--- src/hw/rtl/utt_pkg.sv ---
// Shared types and constants for the UTF-8 to UTF-16 transcoder.
package utt_pkg;

  localparam int unsigned CAP_W           = 24;
  localparam int unsigned UNIT_W          = 16;
  localparam int unsigned CP_W            = 21;
  localparam int unsigned QUEUE_DEPTH_DEF = 4;

  localparam logic [CAP_W-1:0]  CAP_RESET    = 24'hFF_FFFF;
  localparam logic [UNIT_W-1:0] UNIT_REPLACE = 16'h003F;
  localparam logic [5:0]        HI_SURR_TAG  = 6'b110110;  // 0xD800 >> 10
  localparam logic [5:0]        LO_SURR_TAG  = 6'b110111;  // 0xDC00 >> 10
  localparam logic [CP_W-1:0]   CP_SUPP_BASE = 21'h01_0000;
  localparam logic [CP_W-1:0]   CP_MAX       = 21'h10_FFFF;

  // Work for one input item, handed from the decoder to the result sequencer.
  typedef struct packed {
    logic [UNIT_W-1:0] unit0;
    logic [UNIT_W-1:0] unit1;
    logic [1:0]        n_units;   // code units to emit: 0, 1 or 2
    logic              summary;   // a summary follows the units
    logic [CAP_W-1:0]  count;
    logic              err;
  } entry_t;

endpackage

--- src/hw/rtl/utt_front.sv ---
// Decoder front end: tracks stream state, builds an entry per byte that has results.
module utt_front (
  input  logic                          clk,
  input  logic                          rst_n,
  input  logic                          cfg_we,
  input  logic [utt_pkg::CAP_W-1:0]     cfg_data,
  input  logic                          in_push,
  input  logic [7:0]                    in_data_byte,
  input  logic                          in_end_of_stream,
  input  logic                          q_full,
  output logic                          q_push,
  output utt_pkg::entry_t               q_entry
);
  import utt_pkg::*;

  logic [CAP_W-1:0]  cap_r;
  logic [1:0]        pend_r, pend_nxt;
  logic [CP_W-1:0]   acc_r, acc_nxt;
  logic              stop_r, stop_nxt;
  logic [CAP_W-1:0]  uw_r, uw_nxt;

  logic              accept;
  logic [CP_W-1:0]   acc_sh;
  logic [CP_W-1:0]   cp;
  logic [CP_W-1:0]   cp_off;
  logic              emit_cp;
  logic              err_hit;
  logic [1:0]        want;
  logic [UNIT_W-1:0] u0, u1;
  logic              w0, w1;
  logic [CAP_W:0]    uw_plus1;
  logic [1:0]        n_wr;

  assign accept = in_push && !q_full;
  assign acc_sh = {acc_r[CP_W-7:0], in_data_byte[5:0]};
  assign cp_off = cp - CP_SUPP_BASE;

  // Byte decode and code point to UTF-16 conversion.
  always_comb begin
    pend_nxt = pend_r;
    acc_nxt  = acc_r;
    stop_nxt = stop_r;
    cp       = '0;
    emit_cp  = 1'b0;
    err_hit  = 1'b0;
    want     = 2'd0;
    u0       = '0;
    u1       = '0;
    if (!stop_r) begin
      if (pend_r == 2'd0) begin
        if (!in_data_byte[7]) begin
          cp      = {{(CP_W-8){1'b0}}, in_data_byte};
          emit_cp = 1'b1;
        end else if (in_data_byte[7:5] == 3'b110) begin
          pend_nxt = 2'd1;
          acc_nxt  = {{(CP_W-5){1'b0}}, in_data_byte[4:0]};
        end else if (in_data_byte[7:4] == 4'b1110) begin
          pend_nxt = 2'd2;
          acc_nxt  = {{(CP_W-4){1'b0}}, in_data_byte[3:0]};
        end else if (in_data_byte[7:3] == 5'b11110) begin
          pend_nxt = 2'd3;
          acc_nxt  = {{(CP_W-3){1'b0}}, in_data_byte[2:0]};
        end else begin
          err_hit = 1'b1;
        end
      end else if (in_data_byte[7:6] == 2'b10) begin
        pend_nxt = pend_r - 2'd1;
        if (pend_r == 2'd1) begin
          cp      = acc_sh;
          acc_nxt = '0;
          emit_cp = 1'b1;
        end else begin
          acc_nxt = acc_sh;
        end
      end else begin
        err_hit = 1'b1;
      end
    end

    if (emit_cp) begin
      if (cp[CP_W-1:UNIT_W] == '0) begin
        want = 2'd1;
        u0   = cp[UNIT_W-1:0];
      end else if (cp <= CP_MAX) begin
        want = 2'd2;
        u0   = {HI_SURR_TAG, cp_off[19:10]};
        u1   = {LO_SURR_TAG, cp_off[9:0]};
      end else begin
        err_hit = 1'b1;
      end
    end

    // A sequence cut off by the end of the stream is an error as well.
    if (in_end_of_stream && !stop_r && !err_hit && pend_nxt != 2'd0) begin
      err_hit = 1'b1;
    end

    if (err_hit) begin
      want     = 2'd1;
      u0       = UNIT_REPLACE;
      u1       = '0;
      stop_nxt = 1'b1;
      pend_nxt = 2'd0;
      acc_nxt  = '0;
    end
  end

  // Capacity check: a unit is written only while the count is below capacity.
  always_comb begin
    uw_plus1 = {1'b0, uw_r} + {{CAP_W{1'b0}}, 1'b1};
    w0       = (want != 2'd0) && (uw_r < cap_r);
    w1       = (want == 2'd2) && (uw_plus1 < {1'b0, cap_r});
    n_wr     = {1'b0, w0} + {1'b0, w1};
    uw_nxt   = uw_r + {{(CAP_W-2){1'b0}}, n_wr};
  end

  // Entry for the queue.
  always_comb begin
    q_entry.unit0   = u0;
    q_entry.unit1   = u1;
    q_entry.n_units = n_wr;
    q_entry.summary = in_end_of_stream;
    q_entry.count   = uw_nxt;
    q_entry.err     = stop_nxt;
    q_push          = accept && ((n_wr != 2'd0) || in_end_of_stream);
  end

  // Stream state and capacity register.
  always_ff @(posedge clk) begin
    if (!rst_n) begin
      cap_r  <= CAP_RESET;
      pend_r <= 2'd0;
      acc_r  <= '0;
      stop_r <= 1'b0;
      uw_r   <= '0;
    end else begin
      if (cfg_we) begin
        cap_r <= cfg_data;
      end
      if (accept) begin
        if (in_end_of_stream) begin
          pend_r <= 2'd0;
          acc_r  <= '0;
          stop_r <= 1'b0;
          uw_r   <= '0;
        end else begin
          pend_r <= pend_nxt;
          acc_r  <= acc_nxt;
          stop_r <= stop_nxt;
          uw_r   <= uw_nxt;
        end
      end
    end
  end

endmodule

--- src/hw/rtl/utt_queue.sv ---
// Short queue of decoded entries between the decoder and the result sequencer.
module utt_queue #(
  parameter int unsigned DEPTH = utt_pkg::QUEUE_DEPTH_DEF
) (
  input  logic            clk,
  input  logic            rst_n,
  input  logic            push,
  input  utt_pkg::entry_t push_entry,
  input  logic            pop,
  output logic            full,
  output logic            empty,
  output utt_pkg::entry_t head
);
  import utt_pkg::*;

  localparam int unsigned PTR_W = (DEPTH > 1) ? $clog2(DEPTH) : 1;
  localparam int unsigned CNT_W = $clog2(DEPTH + 1);
  localparam logic [PTR_W-1:0] PTR_LAST = PTR_W'(DEPTH - 1);
  localparam logic [CNT_W-1:0] CNT_FULL = CNT_W'(DEPTH);

  entry_t           slots_r [DEPTH];
  logic [PTR_W-1:0] wr_ptr_r, rd_ptr_r;
  logic [CNT_W-1:0] cnt_r;
  logic             do_push, do_pop;

  assign full    = (cnt_r == CNT_FULL);
  assign empty   = (cnt_r == '0);
  assign do_push = push && !full;
  assign do_pop  = pop && !empty;
  assign head    = slots_r[rd_ptr_r];

  // Entry storage.
  always_ff @(posedge clk) begin
    if (do_push) begin
      slots_r[wr_ptr_r] <= push_entry;
    end
  end

  // Pointers and fill count.
  always_ff @(posedge clk) begin
    if (!rst_n) begin
      wr_ptr_r <= '0;
      rd_ptr_r <= '0;
      cnt_r    <= '0;
    end else begin
      if (do_push) begin
        wr_ptr_r <= (wr_ptr_r == PTR_LAST) ? '0 : wr_ptr_r + PTR_W'(1);
      end
      if (do_pop) begin
        rd_ptr_r <= (rd_ptr_r == PTR_LAST) ? '0 : rd_ptr_r + PTR_W'(1);
      end
      if (do_push && !do_pop) begin
        cnt_r <= cnt_r + CNT_W'(1);
      end else if (do_pop && !do_push) begin
        cnt_r <= cnt_r - CNT_W'(1);
      end
    end
  end

endmodule

--- src/hw/rtl/utt_back.sv ---
// Result sequencer: walks the head entry and presents its results one at a time.
module utt_back (
  input  logic                          clk,
  input  logic                          rst_n,
  input  logic                          q_empty,
  input  utt_pkg::entry_t               q_head,
  output logic                          q_pop,
  input  logic                          out_pop,
  output logic                          out_empty,
  output logic [utt_pkg::UNIT_W-1:0]    out_code_unit,
  output logic                          out_is_summary,
  output logic [utt_pkg::CAP_W-1:0]     out_unit_count,
  output logic                          out_ended_by_error,
  output logic                          out_last_of_run
);
  import utt_pkg::*;

  logic [1:0] k_r;
  logic [1:0] n_res;
  logic       is_unit;
  logic       last;
  logic       take;

  // Result k of the head entry: units first, then the summary.
  always_comb begin
    n_res   = q_head.n_units + {1'b0, q_head.summary};
    is_unit = (k_r < q_head.n_units);
    last    = (k_r == n_res - 2'd1);
    take    = out_pop && !q_empty;

    out_empty          = q_empty;
    out_is_summary     = !is_unit;
    out_code_unit      = !is_unit ? '0 : ((k_r == 2'd0) ? q_head.unit0 : q_head.unit1);
    out_unit_count     = is_unit ? '0 : q_head.count;
    out_ended_by_error = !is_unit && q_head.err;
    out_last_of_run    = last;
    q_pop              = take && last;
  end

  // Position within the head entry.
  always_ff @(posedge clk) begin
    if (!rst_n) begin
      k_r <= 2'd0;
    end else if (take) begin
      k_r <= last ? 2'd0 : k_r + 2'd1;
    end
  end

endmodule

--- src/hw/rtl/utf8_to_utf16_transcoder.sv ---
// An accepted byte's entry is registered in the entry queue; results come from its head.
// One byte per cycle in while in_full is low; results leave one per cycle while out_pop
// is high and a result is waiting, and the entry queue absorbs bursts.
// Reset (rst_n low, synchronous) empties the queue, clears the stream state and
// sets the capacity register to 0xFFFFFF.
module utf8_to_utf16_transcoder #(
  parameter int unsigned QUEUE_DEPTH = utt_pkg::QUEUE_DEPTH_DEF
) (
  input  logic                          clk,
  input  logic                          rst_n,
  input  logic                          cfg_we,
  input  logic [utt_pkg::CAP_W-1:0]     cfg_data,
  input  logic                          in_push,
  output logic                          in_full,
  input  logic [7:0]                    in_data_byte,
  input  logic                          in_end_of_stream,
  output logic                          out_empty,
  input  logic                          out_pop,
  output logic [utt_pkg::UNIT_W-1:0]    out_code_unit,
  output logic                          out_is_summary,
  output logic [utt_pkg::CAP_W-1:0]     out_unit_count,
  output logic                          out_ended_by_error,
  output logic                          out_last_of_run
);
  import utt_pkg::*;

  logic   q_push, q_pop, q_full, q_empty;
  entry_t q_entry, q_head;

  assign in_full = q_full;

  // Decoder front end.
  utt_front u_front (
    .clk              (clk),
    .rst_n            (rst_n),
    .cfg_we           (cfg_we),
    .cfg_data         (cfg_data),
    .in_push          (in_push),
    .in_data_byte     (in_data_byte),
    .in_end_of_stream (in_end_of_stream),
    .q_full           (q_full),
    .q_push           (q_push),
    .q_entry          (q_entry)
  );

  // Entry queue.
  utt_queue #(
    .DEPTH (QUEUE_DEPTH)
  ) u_queue (
    .clk        (clk),
    .rst_n      (rst_n),
    .push       (q_push),
    .push_entry (q_entry),
    .pop        (q_pop),
    .full       (q_full),
    .empty      (q_empty),
    .head       (q_head)
  );

  // Result sequencer.
  utt_back u_back (
    .clk                (clk),
    .rst_n              (rst_n),
    .q_empty            (q_empty),
    .q_head             (q_head),
    .q_pop              (q_pop),
    .out_pop            (out_pop),
    .out_empty          (out_empty),
    .out_code_unit      (out_code_unit),
    .out_is_summary     (out_is_summary),
    .out_unit_count     (out_unit_count),
    .out_ended_by_error (out_ended_by_error),
    .out_last_of_run    (out_last_of_run)
  );

  // The decoder never pushes into a full queue.
  a_no_push_full: assert property (@(posedge clk) disable iff (!rst_n)
    !(q_push && q_full))
    else $error("entry pushed into a full queue");

  // A summary closes the results of its item and carries no code unit.
  a_summary_last: assert property (@(posedge clk) disable iff (!rst_n)
    (!out_empty && out_is_summary) |-> (out_last_of_run && out_code_unit == '0))
    else $error("summary result is not last or carries a code unit");

  // Unit results carry no count and no error flag.
  a_unit_clean: assert property (@(posedge clk) disable iff (!rst_n)
    (!out_empty && !out_is_summary) |-> (out_unit_count == '0 && !out_ended_by_error))
    else $error("unit result carries summary fields");

  // A popped result that is not last leaves the queue holding its item.
  a_run_continues: assert property (@(posedge clk) disable iff (!rst_n)
    (out_pop && !out_empty && !out_last_of_run) |=> !out_empty)
    else $error("item ended before its last result");

endmodule

--- config.mk ---
export PLATFORM = sky130hd
export DESIGN_NAME = utf8_to_utf16_transcoder
export DESIGN_NICKNAME = d
export VERILOG_FILES = /design/src/hw/rtl/utt_pkg.sv /design/src/hw/rtl/utt_front.sv /design/src/hw/rtl/utt_queue.sv /design/src/hw/rtl/utt_back.sv /design/src/hw/rtl/utf8_to_utf16_transcoder.sv
export SDC_FILE = /design/constraint.sdc
export NUM_CORES = 1
export LEC_CHECK = 0
export ABC_AREA = 1
export BUFFER_PORTS_ARGS = -buffer_cell sky130_fd_sc_hd__buf_2
export CORE_MARGIN = 5
export CORE_UTILIZATION = 40
export DETAILED_ROUTE_END_ITERATION = 7
export HOLD_SLACK_MARGIN = 0.05
export PLACE_DENSITY = 0.62
export SYNTH_ARGS = -nofsm -noshare
export SYNTH_HDL_FRONTEND = slang
export SYNTH_SLANG_ARGS = --single-unit
--- constraint.sdc ---
create_clock -name clk -period 7.2 [get_ports clk]
set_clock_uncertainty 0.15 [all_clocks]
set_input_delay 1.08 -clock clk [delete_from_list [all_inputs] [get_ports clk]]
set_output_delay 1.08 -clock clk [all_outputs]
set_load 0.03 [all_outputs]
Word level (Yosys, flattened, before mapping):

Memory sizes are Yosys's and may differ from the RTL's. A register that Yosys moved wholly into a read port is not among the register bits.
Index checks and enable logic that the tools add are counted.

* RAM bits: 240
* word-level logic and storage cells: 138
* output and inout bits: 45
* memories kept: 1
* memory bits (read-only): 0
* input port bits: 38
* bits in latches: 0
* bits in registers: 75

Memories
* u_queue.slots_r: words 4, bits a word 60, rd ports 1, clocked after Yosys merged registers in 1, write ports 1, line utt_queue.sv:21 `entry_t slots_r [DEPTH];`

* order comparisons: 4
* $mul: 0
* bitwise logic cells: 0
* shift-type cells: 0
* add/sub/neg operators: 12
* eq/ne operators: 13
* divide/modulo/power cells: 0
* reductions and logical operators: 32
* muxes and demuxes: 67

Operators by type and width (count)
* two-way mux 16 bit: 10
* two-way mux 15 bit: 10
* two-way mux 21 bit: 4
* two-way mux 24 bit: 2
* two-way mux 2 bit: 18
* adder 24 x 1 -> 25 bit, second input constant: 1
* less-than comparator 25 x 24 -> 1 bit: 1
* adder 24 x 2 -> 24 bit: 1
* less-than comparator 24 bit: 1
* less-or-equal comparator 21 bit, second input constant: 1
* two-way mux 1 bit: 20
* subtractor 20 x 17 -> 20 bit, second input constant: 1
* logical AND 1 bit: 14
* == test 2 bit, second input constant: 4
* nonzero test 2 bit: 4
* zero test 1 bit: 7
* two-way mux 7 bit: 1
* adder 2 x 1 -> 2 bit, second input constant: 3
* == test 3 bit, second input constant: 2
* two-way mux 3 bit: 2
* inequality test 6 x 5 -> 1 bit, second input constant: 1
* == test 5 bit, second input constant: 1
* zero test 5 bit: 1
* AND reduction 5 bit: 1
* other kinds (15): 17

Longest topological paths before layout:

* depth in word-level cells: 26
* depth in mapped cells: 29
* mapped depth without buffers: 28

Cells and area by module:

Synthesis repeated with hierarchy kept, for this count alone.

* cell total of the unflattened synthesis: 1628
* area, all modules: 15771.4 um^2

By module, submodules not included
* utt_queue: instances 1, seq. area each 7387.1 um^2, area an instance 9566.7 um^2, cells each 652
* utt_front: instances 1, seq. area each 1321.3 um^2, area an instance 5492.8 um^2, cells each 834
* utt_back: instances 1, seq. area each 40.0 um^2, area an instance 711.9 um^2, cells each 142

Worst setup path before layout:

No wires, ideal clock.

* kind: input -> register
* start: input port in_data_byte[6]
* end: memory u_queue.slots_r[0][0] (netlist bit), enable pin
* arrival time: 5479 ps
* cell stages on the path: 17
* path slack: 1103 ps
* cell sequence: inv_1 > nand3_2 > inv_2 > nand3_1 > ha_1 > nand3_1 > nor2_1 > inv_1 > nand2_4 > nor2_8 > nand2_4 > nor3_4 > inv_2 > ha_1 > a21oi_1 > inv_1 > nor2_1

* cells in the longest elaborated chain, start to end: 24
* elaborated cells between the ends (all ways): 50
* classes of those cells: add/sub (1); order compare (1); eq/ne (5); mux (31); reduce/logical (12)

Ends and longest elaborated chain
* from (decl): line utf8_to_utf16_transcoder.sv:15 `input logic [7:0] in_data_byte,`
* branches (longest 14 deep; another with less-or-equal comparator 21 bit)
* two-way mux 2 bit *: line utt_front.sv:98 `if (err_hit) begin`
* == test 2 bit / nonzero test 2 bit (equally long branches): line utt_front.sv:112, utt_front.sv:111
* logical AND 1 bit (on tied branches): line utt_front.sv:112, utt_front.sv:111
* adder 1 x 1 -> 2 bit *: line utt_front.sv:113 `n_wr = {1'b0, w0} + {1'b0, w1};`
* nonzero test 2 bit *: line utt_front.sv:125 `q_push = accept && ((n_wr != 2'd0) || in_end_of_stream);`
* logical OR 1 bit *: line utt_front.sv:125
* logical AND 1 bit *: line utt_front.sv:125
* logical AND 1 bit *: line utt_queue.sv:28 `assign do_push = push && !full;`
* net u_queue.do_push: line utt_queue.sv:24 `logic do_push, do_pop;`
* two-way mux 1 bit *: line utt_queue.sv:34 `if (do_push) begin`
* two-way mux 1 bit (implied by the code) *: line utt_queue.sv:35 `slots_r[wr_ptr_r] <= push_entry;`
* to (decl): line utt_queue.sv:21

Mark *: on every way through the listed nets, which the timed path passes.

==> impl_metrics.tcl <==
set metrics [dict create \
    status "finished clean" \
    postRouteAntennaNets 0 \
    synth_cells 1542 \
    yosysTopAreaCell "edfxtp_1" \
    wire_per_inst_um 18.0 \
    cts_root_buf "clkbuf_16" \
    synth_top_area_share_pct 45.2 \
    layout.cells.most_common "nand2_1" \
    p_int_uw 3360 \
    cts_resized 0 \
    overflow 0 \
    dp_hpwl_um 25100 \
    power_frac_clock_pct 28.5 \
    ys_types 50 \
    ys.flop_type "edfxtp_1" \
    path_class "flip-flop to flip-flop" \
    fp.dieW_um 201 \
    routed_via_density 5.31 \
    synth_nets 1645 \
    cp-end-kind "flip-flop" \
    finalHoldViolCount 0 \
    startpoint "u_front.uw_r[0]" \
    clkSinkCount 297 \
    n_fill_cell 3426 \
    total_leakage_power_uw 0.00650 \
    dieHeight_um 201 \
    critPathRequiredTime_ns 7.53 \
    cts_tree "done" \
    track_usage_pct 18.0 \
    synth_area_um2 14600 \
    setup_ws_ns 1.62 \
    n_antenna_cell 0 \
    timing.fmax_mhz 179 \
    syn2layout_area_growth_pct 12.3 \
    period_needed_ns 5.58 \
    cap_violations 0 \
    ir_drop_v 0.000201 \
    clkTransAtPathRegs_ns 0.06 \
    grt_antenna_before_repair 0 \
    synth-seq-cells 297 \
    drive_gt1_share_pct 10.4 \
    pin_count 83 \
    drt_first_iter_violations 935 \
    drv_slew 0 \
    start_util_pct 40.2 \
    pwr-share-seq_pct 38.9 \
    hold_buffers 0 \
    grt_pass1_wl_um 59700 \
    tightest_slew_ns 1.17 \
    rr_startpoint "u_front.uw_r[0]" \
    final_nets 1698 \
    clockBufferDepth 3 \
    synthArstFlopShare_pct 0 \
    worst_hold_startpoint "u_front.cap_r[0]" \
    final_cell_mix "269 x nand2_1, 220 x edfxtp_1, 207 x nor2_1" \
    synth_edf_count 220 \
    p_comb_share_pct 32.6 \
    top_usage_layer "met2" \
    cts_inserted_buffers 30 \
    cts.htree.levels 1 \
    use_met3_pct 2.13 \
    yosysSeqAreaShare_pct 55.7 \
    placementRows 70 \
    grt_max_degree 107 \
    first_pass_iters 5 \
    wl_um 37600 \
    pre_cts_slack_ns 1.51 \
    drc 0 \
    synth_area_leaders "edfxtp_1 45%, dfxtp_1 11%, nand2_1 6.9%" \
    cp-start-kind "flip-flop" \
    switching_share_pct 37.4 \
    synth_warnings 0 \
    globalplace.congestion 0.897 \
    cp.arrival_ns 5.90 \
    min_path_type "flip-flop to flip-flop" \
    crit_fanout 5 \
    grt_pass1_vias 10700 \
    syn_area_per_cell_um2 9.49 \
    p_switching_uw 2010 \
    die_area_um2 40500 \
    timing.final.crit_share_pct 77.5 \
    gr-usage-met1_pct 26.7 \
    setup_viol_count_final 0 \
    port_buffers 82 \
    rsz0062_at_grt "false" \
    maxSlewHeadroom_pct 21.9 \
    core_um2 36300 \
    pwr_density_cell_nw_per_um2 327 \
    fin_util_pct 45.2 \
    insertion_delay_ns 0.56 \
    via_count 11100 \
    fin_setup_tns_ns 0 \
    use_met2_pct 28.7 \
    cts_setup_buffers 0 \
]
## cells in the mapped netlist (2+ instances only)
master / number
xor2_1: 40
nor3_1: 27
nor4_1: 6
a22oi_1: 10
buf_4: 4
edfxtp_1: 220
a21oi_1: 162
o21a_1: 2
ha_1: 63
o22ai_1: 4
clkbuf_1: 45
inv_1: 112
nand2_1: 269
a21boi_0: 2
nand2_2: 2
nand3_1: 51
buf_1: 15
o21ai_0: 100
inv_2: 7
o221ai_1: 3
nand2_4: 4
buf_2: 5
xnor2_1: 8
o211ai_1: 6
dfxtp_1: 77
nand4_1: 24
buf_6: 4
fa_1: 2
a211oi_1: 15
nor2_2: 4
nand3_2: 3
nor2_1: 212
a32o_1: 17
## cell families after synthesis
logic type | count (synthesis) | synth area share, %
AO/OA/AOI/OAI | 328 | 12.7
buffers and inverters | 194 | 5.35
adder cells (fa/ha/maj) | 65 | 5.66
AND/OR/NAND/NOR | 610 | 17.8
flip-flops | 297 | 55.7
XOR/XNOR | 48 | 2.87
## power groups by stage
| stage | sequential, µW | clock [µW] | combinational [µW] |
|---|---|---|---|
| 4_1_cts | 2090 | 1560 | 1780 |
| 2_1_floorplan | 2100 | 0 | 1230 |
| 3_3_place_gp | 2120 | 0 | 1760 |
| 6_report | 2090 | 1530 | 1750 |
| 3_5_place_dp | 2130 | 0 | 1770 |
| 5_1_grt | 2100 | 1630 | 1920 |
## per-stage QoR
stage | instance area [µm²] | cells | hold WS (ns) | total power, µW
floorplan | 14600 | 1542 | 0.290 | 3330
global placement | 15500 | 2031 | 0.317 | 3880
detailed placement | 15500 | 2031 | 0.323 | 3900
CTS | 16400 | 2086 | 0.331 | 5430
global route | 16400 | 2086 | 0.351 | 5660
finish | 16400 | 2086 | 0.327 | 5370
## final timing paths
path	end	slack [ns]	cells past startpoint
setup / recovery	u_front.uw_r[16]	1.62	27
hold / removal	u_front.cap_r[0]	0.33	2
setup reg to reg	u_front.uw_r[16]	1.62	27
hold reg to reg	u_front.cap_r[0]	0.33	2
## per-layer routing
layer / up-vias / part of all wire [%] / wire length (µm)
met1: 5329 / 48 / 18200
met2: 263 / 46 / 17100
li1: 5442 / - / -
met5: - / 0 / 0
met3: 39 / 4.5 / 1690
met4: 0 / 1.5 / 567
## final cells by class
cell class | instances | area (µm²) | area share [%]
repair buffers | 94 | 538 | 3.28
clock buffers | 39 | 806 | 4.91
flip-flops and latches | 297 | 8150 | 49.6
multi-input cells | 1051 | 5740 | 34.9
clock inverters | 16 | 148 | 0.899
well taps | 468 | 586 | 3.57
inverters | 121 | 457 | 2.78
## registers in the layout, indices dropped and copies added (netlist names), named ones only
name,cells
u_front.cap_r,24
u_front.stop_r,1
u_queue.cnt_r,3
u_queue.slots_r,220
u_queue.wr_ptr_r,2
u_front.uw_r,24
u_front.acc_r,15
u_back.k_r,2
u_queue.rd_ptr_r,2
u_front.pend_r,2
## worst max-delay path, cell delays in order (launching register included)
cell	delay [ns]
dfxtp_1	0.45
inv_1	0.12
nor3_1	0.39
nand3_1	0.22
nor2_1	0.37
inv_1	0.11
nor2_1	0.22
nand2_1	0.10
xor2_1	0.15
ha_1	0.17
a21oi_1	0.18
nor2_1	0.06
a211oi_1	0.16
nor2_1	0.07
nor2_1	0.08
nand2_1	0.12
nor3_4	0.21
inv_2	0.04
ha_1	0.36
ha_1	0.19
inv_1	0.05
fa_1	0.44
nor2_1	0.22
inv_1	0.11
nor3_1	0.22
xor2_1	0.31
nand2_1	0.08
a21oi_1	0.15
Power figures use the tool's default switching activity.
